===== src/ip_route_table_defines.svh =====
// assertion macros shared by the ip_route_table rtl
// no dependencies; included by files that carry concurrent checks
`ifndef IP_ROUTE_TABLE_DEFINES_SVH
`define IP_ROUTE_TABLE_DEFINES_SVH

// same-cycle implication, disabled while reset is asserted
`define IRT_ASSERT_NOW(label, clk, rst_n, ante, cons) \
  label: assert property (@(posedge clk) disable iff (!rst_n) (ante) |-> (cons)) \
    else $error("irt check failed");

// next-cycle implication, disabled while reset is asserted
`define IRT_ASSERT_NEXT(label, clk, rst_n, ante, cons) \
  label: assert property (@(posedge clk) disable iff (!rst_n) (ante) |=> (cons)) \
    else $error("irt check failed");

`endif


===== src/irt_pkg.sv =====
// shared types and constants of the ip route table
// no dependencies; used by irt_ctrl, irt_datapath and ip_route_table
`default_nettype none

package irt_pkg;

  localparam int unsigned TABLE_DEPTH = 16;
  localparam int unsigned IDX_W = (TABLE_DEPTH > 1) ? $clog2(TABLE_DEPTH) : 1;
  localparam int unsigned WORD_W = 32;

  typedef logic [IDX_W-1:0] idx_t;
  typedef logic [WORD_W-1:0] word_t;

  typedef enum logic [1:0] {
    ACT_UPDATE       = 2'd0,
    ACT_REMOVE       = 2'd1,
    ACT_LOOKUP_NET   = 2'd2,
    ACT_LOOKUP_IFACE = 2'd3
  } action_e;

  typedef enum logic [1:0] {
    STAT_OK        = 2'd0,
    STAT_FULL      = 2'd1,
    STAT_NOT_FOUND = 2'd2
  } status_e;

  typedef struct packed {
    word_t data;
    word_t iface;
    word_t mask;
    word_t network;
  } route_t;

  // controller to datapath
  typedef struct packed {
    logic load_req;
    logic rd_en;
    idx_t rd_addr;
    logic cmp_en;
    logic commit;
    logic fetch;
    logic out_load;
  } dp_cmd_t;

  // datapath to controller
  typedef struct packed {
    logic lookup_hit;
  } dp_status_t;

endpackage

`default_nettype wire


===== src/irt_datapath.sv =====
// route table storage, scan comparators, hit trackers and result register
// depends on irt_pkg; driven by irt_ctrl through dp_cmd_t
`default_nettype none

module irt_datapath (
  input  wire logic                clk_i,
  input  wire logic                rst_ni,
  input  wire irt_pkg::dp_cmd_t    cmd_i,
  output irt_pkg::dp_status_t      status_o,
  input  wire irt_pkg::action_e    req_action_i,
  input  wire irt_pkg::word_t      req_net_i,
  input  wire irt_pkg::word_t      req_mask_i,
  input  wire irt_pkg::word_t      req_iface_i,
  input  wire irt_pkg::word_t      req_data_i,
  output irt_pkg::status_e         res_status_o,
  output irt_pkg::route_t          res_route_o
);

  // request registers
  irt_pkg::action_e act_q;
  irt_pkg::word_t   net_q, mask_q, iface_q, data_q;

  // table storage
  irt_pkg::route_t  mem_q [irt_pkg::TABLE_DEPTH];
  logic             valid_q [irt_pkg::TABLE_DEPTH];
  irt_pkg::route_t  rd_data_q;
  irt_pkg::idx_t    rd_idx_q;
  irt_pkg::idx_t    rd_addr;
  logic             rd_en;

  // scan trackers
  logic exact_hit_q, mask_hit_q, zero_hit_q, ifc_hit_q, free_hit_q;
  irt_pkg::idx_t exact_idx_q, mask_idx_q, zero_idx_q, ifc_idx_q, free_idx_q;
  irt_pkg::word_t mask_net_q, ifc_net_q;

  // resolved outcome
  logic             hit_q;
  irt_pkg::idx_t    hit_idx_q;
  irt_pkg::status_e res_status_q;

  // output register
  irt_pkg::status_e out_status_q;
  irt_pkg::route_t  out_route_q;

  logic e_valid;
  logic m_exact, m_mask, m_zero, m_ifc, m_free;
  logic upd_ok, lk_hit;
  irt_pkg::idx_t upd_idx, lk_idx;
  irt_pkg::status_e res_status;

  assign rd_en   = cmd_i.rd_en | cmd_i.fetch;
  assign rd_addr = cmd_i.fetch ? hit_idx_q : cmd_i.rd_addr;

  // per-entry compare on the registered read data
  always_comb begin
    e_valid = valid_q[rd_idx_q];
    m_exact = e_valid && (rd_data_q.network == net_q);
    m_zero  = e_valid && (rd_data_q.network == '0);
    m_mask  = e_valid && (rd_data_q.network == (net_q & rd_data_q.mask)) &&
              (!mask_hit_q || (rd_data_q.network < mask_net_q));
    m_ifc   = e_valid && (rd_data_q.iface == iface_q) &&
              (!ifc_hit_q || (rd_data_q.network < ifc_net_q));
    m_free  = !e_valid && !free_hit_q;
  end

  // choose the outcome once the scan is done
  always_comb begin
    upd_ok     = exact_hit_q | free_hit_q;
    upd_idx    = exact_hit_q ? exact_idx_q : free_idx_q;
    lk_hit     = 1'b0;
    lk_idx     = exact_idx_q;
    res_status = irt_pkg::STAT_OK;
    case (act_q)
      irt_pkg::ACT_UPDATE: begin
        if (!upd_ok) res_status = irt_pkg::STAT_FULL;
      end
      irt_pkg::ACT_REMOVE: begin
        if (!exact_hit_q) res_status = irt_pkg::STAT_NOT_FOUND;
      end
      irt_pkg::ACT_LOOKUP_NET: begin
        if (exact_hit_q) begin
          lk_hit = 1'b1;
          lk_idx = exact_idx_q;
        end else if (mask_hit_q) begin
          lk_hit = 1'b1;
          lk_idx = mask_idx_q;
        end else if (zero_hit_q) begin
          lk_hit = 1'b1;
          lk_idx = zero_idx_q;
        end
        if (!lk_hit) res_status = irt_pkg::STAT_NOT_FOUND;
      end
      irt_pkg::ACT_LOOKUP_IFACE: begin
        lk_hit = ifc_hit_q;
        lk_idx = ifc_idx_q;
        if (!lk_hit) res_status = irt_pkg::STAT_NOT_FOUND;
      end
      default: begin
        res_status = irt_pkg::STAT_NOT_FOUND;
      end
    endcase
  end

  assign status_o.lookup_hit = lk_hit;

  // request payload
  always_ff @(posedge clk_i) begin
    if (cmd_i.load_req) begin
      act_q   <= req_action_i;
      net_q   <= req_net_i;
      mask_q  <= req_mask_i;
      iface_q <= req_iface_i;
      data_q  <= req_data_i;
    end
  end

  // route memory, one write and one registered read port
  always_ff @(posedge clk_i) begin
    if (cmd_i.commit && (act_q == irt_pkg::ACT_UPDATE) && upd_ok) begin
      mem_q[upd_idx] <= '{data: data_q, iface: iface_q, mask: mask_q, network: net_q};
    end
    if (rd_en) begin
      rd_data_q <= mem_q[rd_addr];
      rd_idx_q  <= rd_addr;
    end
  end

  // valid bits
  always_ff @(posedge clk_i or negedge rst_ni) begin
    if (!rst_ni) begin
      for (int i = 0; i < irt_pkg::TABLE_DEPTH; i++) valid_q[i] <= 1'b0;
    end else if (cmd_i.commit) begin
      if ((act_q == irt_pkg::ACT_UPDATE) && upd_ok) valid_q[upd_idx] <= 1'b1;
      if ((act_q == irt_pkg::ACT_REMOVE) && exact_hit_q) valid_q[exact_idx_q] <= 1'b0;
    end
  end

  // scan trackers
  always_ff @(posedge clk_i or negedge rst_ni) begin
    if (!rst_ni) begin
      exact_hit_q <= 1'b0;
      mask_hit_q  <= 1'b0;
      zero_hit_q  <= 1'b0;
      ifc_hit_q   <= 1'b0;
      free_hit_q  <= 1'b0;
      exact_idx_q <= '0;
      mask_idx_q  <= '0;
      zero_idx_q  <= '0;
      ifc_idx_q   <= '0;
      free_idx_q  <= '0;
      mask_net_q  <= '0;
      ifc_net_q   <= '0;
    end else if (cmd_i.load_req) begin
      exact_hit_q <= 1'b0;
      mask_hit_q  <= 1'b0;
      zero_hit_q  <= 1'b0;
      ifc_hit_q   <= 1'b0;
      free_hit_q  <= 1'b0;
    end else if (cmd_i.cmp_en) begin
      if (m_exact) begin
        exact_hit_q <= 1'b1;
        exact_idx_q <= rd_idx_q;
      end
      if (m_zero) begin
        zero_hit_q <= 1'b1;
        zero_idx_q <= rd_idx_q;
      end
      if (m_mask) begin
        mask_hit_q <= 1'b1;
        mask_idx_q <= rd_idx_q;
        mask_net_q <= rd_data_q.network;
      end
      if (m_ifc) begin
        ifc_hit_q <= 1'b1;
        ifc_idx_q <= rd_idx_q;
        ifc_net_q <= rd_data_q.network;
      end
      if (m_free) begin
        free_hit_q <= 1'b1;
        free_idx_q <= rd_idx_q;
      end
    end
  end

  // resolved outcome
  always_ff @(posedge clk_i or negedge rst_ni) begin
    if (!rst_ni) begin
      hit_q        <= 1'b0;
      hit_idx_q    <= '0;
      res_status_q <= irt_pkg::STAT_OK;
    end else if (cmd_i.commit) begin
      hit_q        <= lk_hit;
      hit_idx_q    <= lk_idx;
      res_status_q <= res_status;
    end
  end

  // result register, zero fields unless a lookup hit
  always_ff @(posedge clk_i) begin
    if (cmd_i.out_load) begin
      out_status_q <= res_status_q;
      out_route_q  <= hit_q ? rd_data_q : '0;
    end
  end

  assign res_status_o = out_status_q;
  assign res_route_o  = out_route_q;

endmodule

`default_nettype wire


===== src/irt_ctrl.sv =====
// sequencer of the route table: accept, scan, resolve, fetch, hand off
// depends on irt_pkg and ip_route_table_defines.svh
`default_nettype none
`include "ip_route_table_defines.svh"

module irt_ctrl (
  input  wire logic               clk_i,
  input  wire logic               rst_ni,
  input  wire logic               s_tvalid_i,
  output logic                    s_tready_o,
  output logic                    m_tvalid_o,
  input  wire logic               m_tready_i,
  output irt_pkg::dp_cmd_t        cmd_o,
  input  wire irt_pkg::dp_status_t status_i
);

  typedef enum logic [2:0] {
    ST_IDLE,
    ST_SCAN,
    ST_DRAIN,
    ST_RESOLVE,
    ST_FETCH,
    ST_FINISH
  } state_e;

  state_e        state_q;
  irt_pkg::idx_t cnt_q;
  logic          m_valid_q;
  logic          in_fire, cnt_last, out_free, out_load;

  assign in_fire  = s_tvalid_i && (state_q == ST_IDLE);
  assign cnt_last = (cnt_q == irt_pkg::IDX_W'(irt_pkg::TABLE_DEPTH - 1));
  assign out_free = !m_valid_q || m_tready_i;
  assign out_load = (state_q == ST_FINISH) && out_free;

  always_comb begin
    cmd_o          = '0;
    cmd_o.load_req = in_fire;
    cmd_o.rd_en    = (state_q == ST_SCAN);
    cmd_o.rd_addr  = cnt_q;
    // compare runs in the cycle after its read is issued
    cmd_o.cmp_en   = ((state_q == ST_SCAN) && (cnt_q != '0)) || (state_q == ST_DRAIN);
    cmd_o.commit   = (state_q == ST_RESOLVE);
    cmd_o.fetch    = (state_q == ST_FETCH);
    cmd_o.out_load = out_load;
  end

  always_ff @(posedge clk_i or negedge rst_ni) begin
    if (!rst_ni) begin
      state_q   <= ST_IDLE;
      cnt_q     <= '0;
      m_valid_q <= 1'b0;
    end else begin
      // a new result replaces the one taken in the same cycle
      if (out_load) begin
        m_valid_q <= 1'b1;
      end else if (m_tready_i) begin
        m_valid_q <= 1'b0;
      end
      case (state_q)
        ST_IDLE: begin
          if (in_fire) begin
            state_q <= ST_SCAN;
            cnt_q   <= '0;
          end
        end
        ST_SCAN: begin
          if (cnt_last) begin
            state_q <= ST_DRAIN;
            cnt_q   <= '0;
          end else begin
            cnt_q <= cnt_q + 1'b1;
          end
        end
        ST_DRAIN: begin
          state_q <= ST_RESOLVE;
        end
        ST_RESOLVE: begin
          state_q <= status_i.lookup_hit ? ST_FETCH : ST_FINISH;
        end
        ST_FETCH: begin
          state_q <= ST_FINISH;
        end
        ST_FINISH: begin
          if (out_free) begin
            state_q <= ST_IDLE;
          end
        end
        default: begin
          state_q <= ST_IDLE;
        end
      endcase
    end
  end

  assign s_tready_o = (state_q == ST_IDLE);
  assign m_tvalid_o = m_valid_q;

  `IRT_ASSERT_NEXT(a_accept_starts_scan, clk_i, rst_ni, in_fire,
                   (state_q == ST_SCAN) && (cnt_q == '0))
  `IRT_ASSERT_NOW(a_cnt_idle_outside_scan, clk_i, rst_ni, state_q != ST_SCAN, cnt_q == '0)
  `IRT_ASSERT_NOW(a_result_from_finish, clk_i, rst_ni, $rose(m_valid_q),
                  $past(state_q == ST_FINISH))

endmodule

`default_nettype wire


===== src/ip_route_table.sv =====
// ip route table top level: stream ports, controller and datapath
// depends on irt_pkg, irt_ctrl and irt_datapath
//
// usage:
//   one request transaction on the s_axis side gives exactly one result
//   transaction on the m_axis side. tuser carries the action on input and
//   the status code on output; tdata carries the route words.
//   each request walks all TABLE_DEPTH entries of the table through one
//   registered memory read port, one entry per cycle, then resolves the
//   update, remove or lookup. a lookup that hits reads the matched entry
//   back in a fetch step. tready comes back with the result, and the next
//   request is not taken before then, so requests are handled one at a
//   time up to the output register.
//   reset empties the table (all valid bits clear) and drops any pending
//   result; no clearing pass is needed.
//   a stalled receiver leaves the result in the output register; the next
//   request is still accepted and scanned, and only its hand-off waits
//   until the previous result transaction completes.
`default_nettype none

module ip_route_table (
  input  wire logic         clk_i,
  input  wire logic         rst_ni,
  input  wire logic         s_axis_tvalid_i,
  output logic              s_axis_tready_o,
  input  wire logic [127:0] s_axis_tdata_i,   // net_addr, net_mask, iface_addr, route_data
  input  wire logic [1:0]   s_axis_tuser_i,   // action
  output logic              m_axis_tvalid_o,
  input  wire logic         m_axis_tready_i,
  output logic [127:0]      m_axis_tdata_o,   // found_network, found_mask, found_iface, found_data
  output logic [1:0]        m_axis_tuser_o    // status
);

  irt_pkg::dp_cmd_t    cmd;
  irt_pkg::dp_status_t dp_status;
  irt_pkg::status_e    res_status;
  irt_pkg::route_t     res_route;

  // sequencer: handshakes and scan counter
  irt_ctrl u_ctrl (
    .clk_i      (clk_i),
    .rst_ni     (rst_ni),
    .s_tvalid_i (s_axis_tvalid_i),
    .s_tready_o (s_axis_tready_o),
    .m_tvalid_o (m_axis_tvalid_o),
    .m_tready_i (m_axis_tready_i),
    .cmd_o      (cmd),
    .status_i   (dp_status)
  );

  // table, comparators and result register
  irt_datapath u_datapath (
    .clk_i        (clk_i),
    .rst_ni       (rst_ni),
    .cmd_i        (cmd),
    .status_o     (dp_status),
    .req_action_i (irt_pkg::action_e'(s_axis_tuser_i)),
    .req_net_i    (s_axis_tdata_i[31:0]),
    .req_mask_i   (s_axis_tdata_i[63:32]),
    .req_iface_i  (s_axis_tdata_i[95:64]),
    .req_data_i   (s_axis_tdata_i[127:96]),
    .res_status_o (res_status),
    .res_route_o  (res_route)
  );

  // route_t packs network in the low word, data in the high word
  assign m_axis_tdata_o = res_route;
  assign m_axis_tuser_o = res_status;

endmodule

`default_nettype wire


===== config.mk =====
export PLATFORM = sky130hd
export DESIGN_NAME = ip_route_table
export DESIGN_NICKNAME = d
export VERILOG_FILES = /design/src/irt_pkg.sv /design/src/irt_datapath.sv /design/src/irt_ctrl.sv /design/src/ip_route_table.sv
export VERILOG_INCLUDE_DIRS = /design/src /design/src/src
export SDC_FILE = /design/constraint.sdc
export NUM_CORES = 2
export LEC_CHECK = 0
export ABC_CLOCK_PERIOD_IN_PS = 8200
export BUFFER_PORTS_ARGS = -buffer_cell sky130_fd_sc_hd__buf_2
export CAP_MARGIN = 20
export CORE_ASPECT_RATIO = 0.7
export CORE_MARGIN = 8
export CORE_UTILIZATION = 32
export DETAILED_ROUTE_END_ITERATION = 12
export SETUP_SLACK_MARGIN = 0.15
export SYNTH_ARGS = -nofsm -noshare
export SYNTH_HDL_FRONTEND = slang
export SYNTH_HIERARCHICAL = 1
export SYNTH_SLANG_ARGS = --single-unit
export TNS_END_PERCENT = 100

===== constraint.sdc =====
create_clock -name clk_i -period 8.2 [get_ports clk_i]
set_input_delay 0.41 -clock clk_i [delete_from_list [all_inputs] [get_ports clk_i]]
set_output_delay 0.41 -clock clk_i [all_outputs]
set_load 0.005 [all_outputs]

==> summary.txt <==
Timing
  – Post-Route Setup TNS: 0 ns
  – Min Clock Period, post-route: 4.897 ns
  – Final slew viol count: 0
  – Fin. Hold Viols: 0
  – Unrepaired setup endpoints after global routing: false
  – Period Utilization, post-route: 0.5972
  – Max_slew headroom: 0.2604
  – Skew final: 0.07215 ns
  – Min Hold Slack: 0.2025 ns
  – Slew @ Worst Pin: 1.109 ns
  – Max Clk Rate: 204.2 MHz
  – Final setup viols: 0

Cells and area
  – # nets final: 7971
  – Syn-to-layout area delta: 15.92%
  – FILL cells: 29400
  – Share of cells above drive strength 1: 0.1002

Logic synthesis
  – Yosys top cell by area: edfxtp_1
  – Mapped Cells: 7437
  – Synth cell count leaders: 2440 x edfxtp_1, 2094 x nand2_1, 1039 x nand3_1, 384 x clkbuf_1, 257 x a311oi_1
  – Predominant post-synthesis flop cell: edfxtp_1
  – Number of synthesized flops with an enable pin: 2440
  – Post-synthesis async set-or-reset flop share: 0.04688
  – Ranking of synthesized cells by area: edfxtp_1 73%, nand2_1 7.8%, nand3_1 5.2%
  – Most frequent cell after synthesis: edfxtp_1
  – Unique cell type count in the Yosys netlist: 66
  – Yosys reg bits: 2560
  – Share of the yosys chip area belonging to registers: 0.7591
  – Syn Area/Cell: 13.51 µm²
  – Post-synth net total: 7635
  – Share of the synthesized area in the top cell type: 0.7292
  – Syn. warnings: 6
  – Post-Syn Area: 100500 µm²

Die
  – # IOs: 266
  – Die outline height: 484.8 µm
  – Starting density of the core: 0.3209
  – CORE AREA: 313100 µm²
  – Row count: 172
  – Die X: 685.8 µm
  – DIE AREA: 332500 µm²

Hold path
  – Hold Path Class: input pin to async pin

Power and ir drop
  – Leak pwr: 0.04051 µW
  – Worst VDD drop: 0.3214 mV
  – Pwr dens: 343.2 nW/µm²

Critical path
  – Critical Path RT: 8.86 ns
  – Worst setup SP type: flop
  – Worst setup path class: flop to flop
  – Worst-path fanout max: 123
  – Crit end category: flop
  – Crit path DAT: 5.56 ns

Flow run
  – Max-capacitance violation count: 0

Route
  – 1st-iter DRT viols: 7190
  – Routed wire length: 294400 µm
  – Drt pass-1 iters: 6
  – Post-route DRC violation count: 0
  – Antenna viol nets, final: 0
  – Average wire per standard cell: 24.22 µm
  – DR vias/cell: 5.173
  – DR vias: 62890

CTS
  – CTS Root Cell: clkbuf_16
  – CTS Buf Count: 270
  – # resized after CTS: 0
  – H-tree Lvls: 5
  – Reg clk slew, reported paths: 0.06 ns
  – CTS Buffer Depth: 4
  – Later-pin clock latency in the skew report: 0.87 ns
  – Clock Sinks: 2560
  – CTS tree: built

Global routing
  – Pin count of the biggest net entering global routing: 210
  – First-pass GRT wire length: 425500 µm
  – Initial antenna violation count: 37
  – Total grt overflow: 0
  – Vias in the first global route: 60380
  – Overall routing resource usage: 0.1702

Placed design
  – Hpwl dp: 155200 µm
  – Port Buffer Count: 265
  – GPL Wtd Cong: 0.8143

Outcome
  – Outcome: complete, no violations
-- placed cells by master (no fill, tap or decap), types with 23 or more instances in the layout --
cell type,synthesis,final
xor2_1,30,30
o21ai_0,31,31
clkinv_1,0,52
mux2_1,47,47
nor2_1,55,38
edfxtp_1,2440,2440
xnor2_1,23,23
a311oi_1,257,257
clkbuf_16,0,279
a31oi_1,135,135
ha_1,64,64
clkinv_2,0,31
a21oi_1,42,42
mux2i_1,33,30
dlygate4sd3_1,0,133
buf_2,23,264
inv_1,108,107
nand3_1,1039,1039
dfrtp_1,120,119
and2_1,130,129
clkbuf_1,384,59
nand2_1,2094,2094
buf_4,6,103
and3_1,130,130
-- report_power, final --
group          total (µW)  internal [µW]  switching (µW)
clock network       11900           6850            5030
logic               10600           3120            7510
registers           17500          16000            1470
-- worst paths after layout --
| check | to | start | slack [ns] | cells past startpoint |
|---|---|---|---|---|
| setup / recovery | u_datapath/rd_data_q[60]$_DFFE_PP_ | u_ctrl/state_q[2]$_DFFE_PN0P_ | 3.30 | 10 |
| hold / removal | u_datapath/mask_net_q[10]$_DFFE_PN0P_ | rst_ni | 0.20 | 2 |
| setup reg to reg | u_datapath/rd_data_q[60]$_DFFE_PP_ | u_ctrl/state_q[2]$_DFFE_PN0P_ | 3.30 | 10 |
| hold reg to reg | u_datapath/ifc_net_q[26]$_DFFE_PN0P_ | u_datapath/ifc_net_q[26]$_DFFE_PN0P_ | 0.49 | 1 |
| max in group asynchronous | u_datapath/mask_net_q[18]$_DFFE_PN0P_ | rst_ni | 6.92 | 4 |
| min in group clk_i | u_datapath/data_q[16]$_DFFE_PP_ | s_axis_tdata_i[112] | 0.28 | 2 |
-- metrics by stage --
stage / setup slack (ns) / std cells / utilization / area (µm²) / power, µW
floorplan: 0.8810 / 7437 / - / 100500 / 23910
CTS: 3.395 / 12140 / 0.3717 / 116400 / 40200
global route: 3.037 / 12140 / 0.3719 / 116400 / 41820
global placement: 3.471 / 11540 / 0.3405 / 106600 / 28020
detailed placement: 3.375 / 11540 / 0.3406 / 106700 / 28250
finish: 3.303 / 12160 / 0.3720 / 116500 / 39970
-- worst max-delay path, cell delays in order (launching register included) --
cell	delay, ns
dfrtp_1	0.53
nor3b_2	0.80
mux2i_4	0.37
buf_12	0.42
buf_4	0.59
buf_4	0.80
nand2_1	0.10
and3_1	0.19
a311oi_1	0.30
a311oi_1	0.09
a31oi_1	0.26
-- cell families (layout without fill, tap and decap cells) --
group           Yosys count  after routing  synth area share
other cells               0             12                 0
fa+ha+maj                64             64          0.007970
buf+inv                 571           1102           0.02229
compound gates          535            535           0.04001
flops                  2560           2560            0.7591
simple gates           3559           3559            0.1552
xor+xnor                 53             53          0.004620
mux                      95             95           0.01082
-- registers in the layout, summed over array words and instances, names as in the netlist, 16 cells and up --
signal and flops:
u_datapath/valid_q 16, u_datapath/mask_net_q 32, u_datapath/net_q 32, u_datapath/mask_q 32, u_datapath/res_route_o 128, u_datapath/data_q 32, u_datapath/rd_data_q 128, u_datapath/ifc_net_q 32
u_datapath/iface_q 32, u_datapath/mem_q 2048
-- layout make-up --
class / instances / area (µm²) / area share
Inverter: 111 / 439.2 / 0.003771
Clock inverter: 128 / 1191 / 0.01023
Timing Repair Buffer: 524 / 3921 / 0.03367
Clock buffer: 339 / 7217 / 0.06196
Sequential cell: 2560 / 76280 / 0.6549
Antenna cell: 12 / 30.03 / 0.0002578
Tap cell: 4176 / 5225 / 0.04486
Multi-Input combinational cell: 4306 / 22170 / 0.1904
-- routing by layer --
metal	part of all wire	GRT usage	vias to the layer above
met1	0.44	0.2452	31720
met3	0.080	0.03001	440
met2	0.45	0.2660	2726
li1	-	-	27980
met4	0.026	0.04365	24
met5	0.00054	0	-
-- repair_timing --
item	in CTS	in global routing
hold endpoints to repair	177	0
buffers inserted	0	0
setup endpoints to repair	0	0
hold buffers	133	0
Note: power is estimated with default switching activity, not from simulation.
